## src/rtl/core/byte_string_hash_token_core_assert.svh

```systemverilog
// ----------------------------------------------------------------------------
// Byte string hash token core assertion macros
// Shared concurrent assertion forms used by the hash core.
// ----------------------------------------------------------------------------
`ifndef BYTE_STRING_HASH_TOKEN_CORE_ASSERT_SVH
`define BYTE_STRING_HASH_TOKEN_CORE_ASSERT_SVH

// The consequent must hold in the same cycle as the antecedent.
`define BSHT_ASSERT_NOW(label, clk, rst_n, ante, cons) \
	label: assert property (@(posedge clk) disable iff (!rst_n) (ante) |-> (cons)) \
		else $error("hash core assertion failed");

// The consequent must hold in the cycle after the antecedent.
`define BSHT_ASSERT_NEXT(label, clk, rst_n, ante, cons) \
	label: assert property (@(posedge clk) disable iff (!rst_n) (ante) |=> (cons)) \
		else $error("hash core assertion failed");

`endif

```

## src/rtl/core/bsht_pkg.sv

```systemverilog
// ----------------------------------------------------------------------------
// Byte string hash token package
// Constants of the 32-bit string hash and the stream payload widths.
// ----------------------------------------------------------------------------
package bsht_pkg;

	localparam logic [31:0] SEED       = 32'hbc9f1d34;
	localparam logic [31:0] MULT       = 32'hc6a4a793;
	localparam logic [31:0] MAX_LENGTH = 32'd65535;
	localparam int          WORD_SHIFT = 16;
	localparam int          TAIL_SHIFT = 24;

	localparam int BYTE_W  = 8;
	localparam int LEN_W   = 16;
	localparam int HASH_W  = 32;
	localparam int TOKEN_W = 33;
	localparam int IN_W    = 24;
	localparam int OUT_W   = 72;

endpackage

```

## src/rtl/core/byte_string_hash_token_core.sv

```systemverilog
// Usage: strings enter on the slave stream one byte per beat. The first beat
// of a string carries the string length in s_tdata[23:8]; later beats ignore
// that field. A length of zero ends the string on that same beat and gives
// the seed as hash with token 0. One result beat leaves on the master stream
// per string: the 32-bit hash and the 33-bit token (hash plus one).
// Timing: all arithmetic goes through one shared 32x32 constant multiplier
// under a small sequencer, so s_tready is high only while the sequencer is
// idle. Each byte goes through the byte state; a byte that completes a 4-byte
// word then goes through the multiply and xor-shift states (add, multiply,
// xor-shift), the first byte of a string first takes a seed multiply, and
// the last byte adds any tail mix and the output register load in finish.
// Stall: the result sits in an output register; the next string's bytes are
// accepted while it waits, and the sequencer holds only when a new result
// is ready and the register is still full.
// Reset: arst_n clears the sequencer and the output valid; the first beat
// after reset starts a new string.
// ----------------------------------------------------------------------------
// Byte string hash token core
// Hashes length-prefixed byte strings into 32-bit hashes and token ids.
// ----------------------------------------------------------------------------
`include "byte_string_hash_token_core_assert.svh"

module byte_string_hash_token_core (
	input  logic        clk,
	input  logic        arst_n,
	input  logic        s_tvalid,
	output logic        s_tready,
	input  logic [23:0] s_tdata,   // data_byte[7:0], string_length[23:8]
	output logic        m_tvalid,
	input  logic        m_tready,
	output logic [71:0] m_tdata    // hash_value[31:0], token_id[64:32], zero[71:65]
);

	typedef enum logic [2:0] {
		ST_IDLE,
		ST_SEED,
		ST_BYTE,
		ST_TAIL,
		ST_MUL,
		ST_XOR,
		ST_FINISH
	} state_t;

	state_t                          state_q;
	logic [bsht_pkg::BYTE_W-1:0]     byte_q;
	logic [bsht_pkg::HASH_W-1:0]     hash_q;
	logic [bsht_pkg::HASH_W-1:0]     mul_a_q;
	logic [23:0]                     pend_q;
	logic [1:0]                      pcnt_q;
	logic [bsht_pkg::LEN_W-1:0]      left_q;
	logic                            start_q;
	logic                            last_q;
	logic                            tail_q;
	logic                            empty_q;
	logic                            out_valid_q;
	logic [bsht_pkg::HASH_W-1:0]     out_hash_q;
	logic [bsht_pkg::TOKEN_W-1:0]    out_token_q;

	logic [bsht_pkg::BYTE_W-1:0]     in_byte;
	logic [bsht_pkg::LEN_W-1:0]      in_len;
	logic [bsht_pkg::LEN_W-1:0]      len_clamped;
	logic [bsht_pkg::HASH_W-1:0]     prod;
	logic [bsht_pkg::HASH_W-1:0]     add_b;
	logic [bsht_pkg::HASH_W-1:0]     sum;
	logic [bsht_pkg::HASH_W-1:0]     xor_shifted;
	logic                            in_fire;
	logic                            out_free;

	assign in_byte  = s_tdata[7:0];
	assign in_len   = s_tdata[23:8];
	assign s_tready = (state_q == ST_IDLE);
	assign in_fire  = s_tvalid && s_tready;
	assign out_free = !out_valid_q || m_tready;

	assign len_clamped = ({16'd0, in_len} > bsht_pkg::MAX_LENGTH) ?
		bsht_pkg::MAX_LENGTH[bsht_pkg::LEN_W-1:0] : in_len;

	// Shared unit: one constant multiply, one adder and the xor-shift.
	assign prod  = mul_a_q * bsht_pkg::MULT;
	assign add_b = (state_q == ST_TAIL) ? {8'd0, pend_q} : {byte_q, pend_q};
	assign sum   = hash_q + add_b;
	assign xor_shifted = tail_q ? (hash_q ^ (hash_q >> bsht_pkg::TAIL_SHIFT))
		: (hash_q ^ (hash_q >> bsht_pkg::WORD_SHIFT));

	assign m_tvalid = out_valid_q;
	assign m_tdata  = {7'd0, out_token_q, out_hash_q};

	always_ff @(posedge clk or negedge arst_n) begin
		if (!arst_n) begin
			state_q     <= ST_IDLE;
			start_q     <= 1'b1;
			out_valid_q <= 1'b0;
			pcnt_q      <= 2'd0;
			pend_q      <= 24'd0;
			left_q      <= '0;
			last_q      <= 1'b0;
			tail_q      <= 1'b0;
			empty_q     <= 1'b0;
			hash_q      <= '0;
			mul_a_q     <= '0;
			byte_q      <= '0;
			out_hash_q  <= '0;
			out_token_q <= '0;
		end else begin
			// In the finish state the output register is reloaded below instead.
			if (out_valid_q && m_tready && (state_q != ST_FINISH)) begin
				out_valid_q <= 1'b0;
			end
			case (state_q)
				ST_IDLE: begin
					if (in_fire) begin
						byte_q <= in_byte;
						if (start_q) begin
							if (len_clamped == '0) begin
								hash_q  <= bsht_pkg::SEED;
								empty_q <= 1'b1;
								state_q <= ST_FINISH;
							end else begin
								mul_a_q <= {16'd0, len_clamped};
								left_q  <= len_clamped;
								pend_q  <= 24'd0;
								pcnt_q  <= 2'd0;
								start_q <= 1'b0;
								empty_q <= 1'b0;
								state_q <= ST_SEED;
							end
						end else begin
							state_q <= ST_BYTE;
						end
					end
				end
				ST_SEED: begin
					hash_q  <= bsht_pkg::SEED ^ prod;
					state_q <= ST_BYTE;
				end
				ST_BYTE: begin
					left_q <= left_q - 1'b1;
					last_q <= (left_q == 16'd1);
					if (pcnt_q == 2'd3) begin
						mul_a_q <= sum;
						tail_q  <= 1'b0;
						pend_q  <= 24'd0;
						pcnt_q  <= 2'd0;
						state_q <= ST_MUL;
					end else begin
						case (pcnt_q)
							2'd0:    pend_q[7:0]   <= byte_q;
							2'd1:    pend_q[15:8]  <= byte_q;
							default: pend_q[23:16] <= byte_q;
						endcase
						pcnt_q  <= pcnt_q + 2'd1;
						state_q <= (left_q == 16'd1) ? ST_TAIL : ST_IDLE;
					end
				end
				ST_TAIL: begin
					mul_a_q <= sum;
					tail_q  <= 1'b1;
					state_q <= ST_MUL;
				end
				ST_MUL: begin
					hash_q  <= prod;
					state_q <= ST_XOR;
				end
				ST_XOR: begin
					hash_q  <= xor_shifted;
					state_q <= last_q ? ST_FINISH : ST_IDLE;
				end
				ST_FINISH: begin
					if (out_free) begin
						out_valid_q <= 1'b1;
						out_hash_q  <= hash_q;
						out_token_q <= empty_q ? '0 : ({1'b0, hash_q} + 33'd1);
						pend_q      <= 24'd0;
						pcnt_q      <= 2'd0;
						last_q      <= 1'b0;
						start_q     <= 1'b1;
						state_q     <= ST_IDLE;
					end
				end
				default: begin
					state_q <= ST_IDLE;
				end
			endcase
		end
	end

	// A zero token comes only from an empty string, whose hash is the seed.
	`BSHT_ASSERT_NOW(a_zero_token_seed, clk, arst_n,
		m_tvalid && (m_tdata[64:32] == 33'd0), m_tdata[31:0] == bsht_pkg::SEED)
	`BSHT_ASSERT_NOW(a_token_is_hash_plus_one, clk, arst_n,
		m_tvalid && (m_tdata[64:32] != 33'd0),
		m_tdata[64:32] == ({1'b0, m_tdata[31:0]} + 33'd1))
	`BSHT_ASSERT_NEXT(a_mul_then_xor, clk, arst_n, state_q == ST_MUL, state_q == ST_XOR)
	`BSHT_ASSERT_NOW(a_finish_all_bytes, clk, arst_n,
		(state_q == ST_FINISH) && !empty_q, left_q == '0)

endmodule

```

## config.mk

```make
export PLATFORM = sky130hd
export DESIGN_NAME = byte_string_hash_token_core
export DESIGN_NICKNAME = d
export VERILOG_FILES = /design/src/rtl/core/bsht_pkg.sv /design/src/rtl/core/byte_string_hash_token_core.sv
export VERILOG_INCLUDE_DIRS = /design/src /design/src/rtl/core
export SDC_FILE = /design/constraint.sdc
export NUM_CORES = 1
export LEC_CHECK = 0
export CORE_UTILIZATION = 35
export CTS_BUF_LIST = sky130_fd_sc_hd__clkbuf_16
export CTS_CLUSTER_DIAMETER = 60
export DETAILED_ROUTE_END_ITERATION = 10
export DONT_BUFFER_PORTS = 1
export SYNTH_ARGS = -nofsm -noshare
export SYNTH_HDL_FRONTEND = slang
export SYNTH_SLANG_ARGS = --single-unit
```

## constraint.sdc

```tcl
create_clock -name clk -period 8.15 [get_ports clk]
set_input_delay 0 -clock clk [delete_from_list [all_inputs] [get_ports clk]]
set_output_delay 0 -clock clk [all_outputs]
set_load 0.05 [all_outputs]
```

==> results by group <==
Outcome
  – Status: finished, final reports clean

Worst setup path
  – Arrival time worst endpoint: between 7 and 8 ns
  – Reg2reg end: hash_q[28]$_DFFE_PN0P_
  – Crit path kind: flop to flop
  – Worst setup EP type: flop
  – Internal reg-to-reg setup slack: roughly 1.1 ns
  – Worst EP required: between 8 and 9 ns
  – FF-to-FF Start: mul_a_q[5]$_DFFE_PN0P_
  – CP startpoint kind: flop
  – FF-to-FF path depth: 22
  – CP Max Fanout: 13

Floorplan
  – I/O pin count: between 100 and 150
  – CORE AREA: ~55,000 sq um
  – Cell Rows: 86
  – Die extent in x: between 200 and 250 um
  – Die height: ~240 um
  – Die area: around 57,000 sq um
  – Initial core utilization: 35.50%

Route
  – Via count: roughly 15,000
  – Post-DRT Antenna Nets: 0
  – Drt wl/cell: around 20 um
  – Initial DRT Pass Iterations: 8
  – DR DRC count: 0
  – Post-DR vias/cell: between 5 and 6
  – Drt total wl: ~56 mm
  – Drt first-iter violations: between 900 and 1,000

Clocking
  – CTS Buf Count: 17
  – CTS Sinks: about 190
  – H-tree Lvls: 4
  – CTS tree: yes
  – Max clock buf depth: 2
  – Post-CTS setup buffer count: 0
  – Worst skew pair latency: about 0.47 ns
  – CTS clk-pin slew, worst paths: about 0.090 ns
  – Root buf cell: clkbuf_16

Synthesis
  – Compound-gate portion of the synthesized area: roughly 12%
  – Simple-gate share of the synthesized area: a little over a tenth
  – Async set-reset flop share out of synthesis: between 90% and 100%
  – Post-Synth XOR/XNOR Area: 4.648%
  – Mux share of post-synthesis cell area: 4.291%
  – Sequential share of the synthesized area: a little under a quarter
  – Number of synthesized flops with an enable pin: 0
  – Synthesized netlist cell count: about 2,100
  – #FFs+latches synth: ~190
  – Post-Syn Area: 19,600 sq um
  – Synth Area per Inst: 9.471 sq um
  – Synth Flop Type: dfrtp_1
  – Ys Warns: 0
  – Area leader, netlist: dfrtp_1
  – Synth Area in Adders: between 30% and 40%
  – Largest family of logic cells by synthesized area: adder cells
  – Yosys cell types: 73
  – Post-synth top area share: 23.75%
  – Top post-synthesis cells by area: dfrtp_1 24%, fa_1 18%, ha_1 18%, inv_1 6.6%, o21ai_0 3.7%

Placement
  – Final HPWL DP: between 40 and 50 mm
  – Setup WS pre-CTS: approximately 1.0 ns
  – Final Wtd Congestion: about 0.93
  – Port bufs: 0

GRT
  – First-pass GRT wire length: approximately 88 mm
  – Grt ovf: 0
  – Vias in the first global route: between 15,000 and 20,000
  – Initial antenna violation count: 1
  – Total Routing Usage GR: 20.29%
  – Largest net degree at the start of global routing: between 150 and 200

STA
  – Clock skew: around 0.031 ns
  – Fin. Hold Viols: 0
  – Final Slew Violations: 0
  – Final setup TNS: 0 ns
  – RSZ-0062 raised after global routing: false
  – Setup Viol. Count Final: 0
  – Relative slew margins: slightly above 20%
  – Final cycle utilization of the critical path: a little under 90%
  – Achievable Freq: around 140 MHz
  – Tmin final: between 7 and 8 ns
  – Setup ws final: about 1.1 ns
  – Worst slew pin tran: 1.194 ns

Hold path
  – Worst hold path class: input pin to flop
  – HP Start: s_tvalid
  – Worst Hold End: empty_q$_DFFE_PN0P_
  – Hold path depth: 3

Final layout
  – Layout cell share with drive strength beyond 1: under 10%
  – Layout area overhead: 8.946%
  – Seq. cell area: about 4700 sq um
  – Commonest non-fill, non-tap cell in the layout: inv_1
  – Area of the multi-input gates: around 13,000 sq um
  – # fillers: roughly 5,400
  – Nets: roughly 2,600
  – Commonest non-fill, non-tap cells in the layout: 346 x inv_1, 279 x ha_1, 186 x dfrtp_1
  – Final Core Density: between 30% and 40%
  – # diodes: 0

Run
  – Max-cap violations: 0
==> worst max path at each step <==
stage / from / endpoint / slack [ns]
finish: mul_a_q[5]$_DFFE_PN0P_ / hash_q[28]$_DFFE_PN0P_ / 1.05
global route: mul_a_q[9]$_DFFE_PN0P_ / hash_q[28]$_DFFE_PN0P_ / 0.65
CTS: mul_a_q[7]$_DFFE_PN0P_ / hash_q[28]$_DFFE_PN0P_ / 1.06
detailed placement: mul_a_q[5]$_DFFE_PN0P_ / hash_q[28]$_DFFE_PN0P_ / 1.04
global placement: mul_a_q[5]$_DFFE_PN0P_ / hash_q[28]$_DFFE_PN0P_ / 1.18
floorplan: mul_a_q[9]$_DFFE_PN0P_ / hash_q[28]$_DFFE_PN0P_ / 1.68
==> layer usage <==
| metal | track usage, % | wire (um) | vias up |
|---|---|---|---|
| li1 | - | - | 6906 |
| met3 | 2.887 | 2633 | 77 |
| met2 | 34.41 | 27430 | 394 |
| met4 | 7.673 | 1884 | 0 |
| met5 | 0 | 0 | - |
| met1 | 26.08 | 24130 | 7475 |
==> cells in the mapped netlist (4+ instances only) <==
master,number
inv_1,346
ha_1,279
dfrtp_1,186
fa_1,176
nand2_1,164
o21ai_0,144
nor2_1,101
a21oi_1,78
xnor2_1,64
mux2_2,63
clkbuf_1,57
xor2_1,40
nand3_1,34
nor3_1,24
and2_1,23
a21o_1,20
o31ai_1,19
a211oi_1,17
nand2b_1,14
nand4_1,14
nor2b_1,14
a31oi_1,13
mux2i_1,12
o21a_1,12
a221o_1,10
buf_4,10
and3_1,9
nor4_1,9
a22o_1,8
a22oi_1,7
nor3b_1,7
o211ai_1,7
o21ai_1,6
a32o_1,5
o31a_1,5
a2111oi_0,4
a41oi_1,4
buf_1,4
buf_2,4
o221ai_1,4
or2_2,4
==> state kept, by name (all words and copies together), names as in the netlist <==
register     count
state_q          3
out_hash_q      32
mul_a_q         32
byte_q           8
tail_q           1
pend_q          24
pcnt_q           2
start_q          1
hash_q          32
m_tvalid         1
out_token_q     33
empty_q          1
left_q          16
last_q           1
==> critical path, cell delays in order, from the launching register on <==
cell,delay [ns]
dfrtp_1,0.79
fa_1,0.53
ha_1,0.23
fa_1,0.54
inv_1,0.05
fa_1,0.53
inv_1,0.06
fa_1,0.45
ha_1,0.33
fa_1,0.54
inv_1,0.06
fa_1,0.53
inv_1,0.04
ha_1,0.36
o211ai_1,0.16
a2111oi_2,0.34
o311ai_1,0.22
a21boi_2,0.30
a221oi_4,0.11
and4_4,0.21
nor4_2,0.30
mux2i_1,0.23
o21ai_1,0.08
==> cell families (layout without fill, tap and decap cells) <==
| kind of cell | after synthesis | after routing |
|---|---|---|
| xor gates and xnor gates | 104 | 104 |
| adders and majority gates | 455 | 455 |
| buffers and inverters | 421 | 427 |
| DFF | 187 | 187 |
| and+or+nand+nor | 438 | 438 |
| other | 1 | 7 |
| muxes | 76 | 76 |
| AOI/OAI and AO/OA | 387 | 387 |
==> what timing repair did <==
action	CTS	global route
resized for setup	0	0
hold buffers	28	0
hold endpoints to repair	233	0
==> cell type report <==
| type | count | area share [%] |
|---|---|---|
| clock buffer | 17 | 1.993 |
| clock inverter | 15 | 1.061 |
| inverter | 346 | 6.084 |
| multi-input combinational | 1467 | 62.42 |
| sequential | 187 | 21.93 |
| tap | 748 | 4.384 |
| timing repair buffer | 49 | 2.133 |
==> stage by stage <==
stage | cell area [sq um] | hold slack, ns | instances
2_1_floorplan | 19620 | -0.2956 | 2075
3_3_place_gp | 20400 | -0.2906 | 2769
3_5_place_dp | 20400 | -0.2908 | 2769
4_1_cts | 21350 | 0.04123 | 2829
6_report | 21350 | 0.05941 | 2829
5_1_grt | 21350 | 0.03611 | 2829
Power is not shown: default switching activity piles up to over one toggle a cycle in this logic, so the estimate is an artifact.
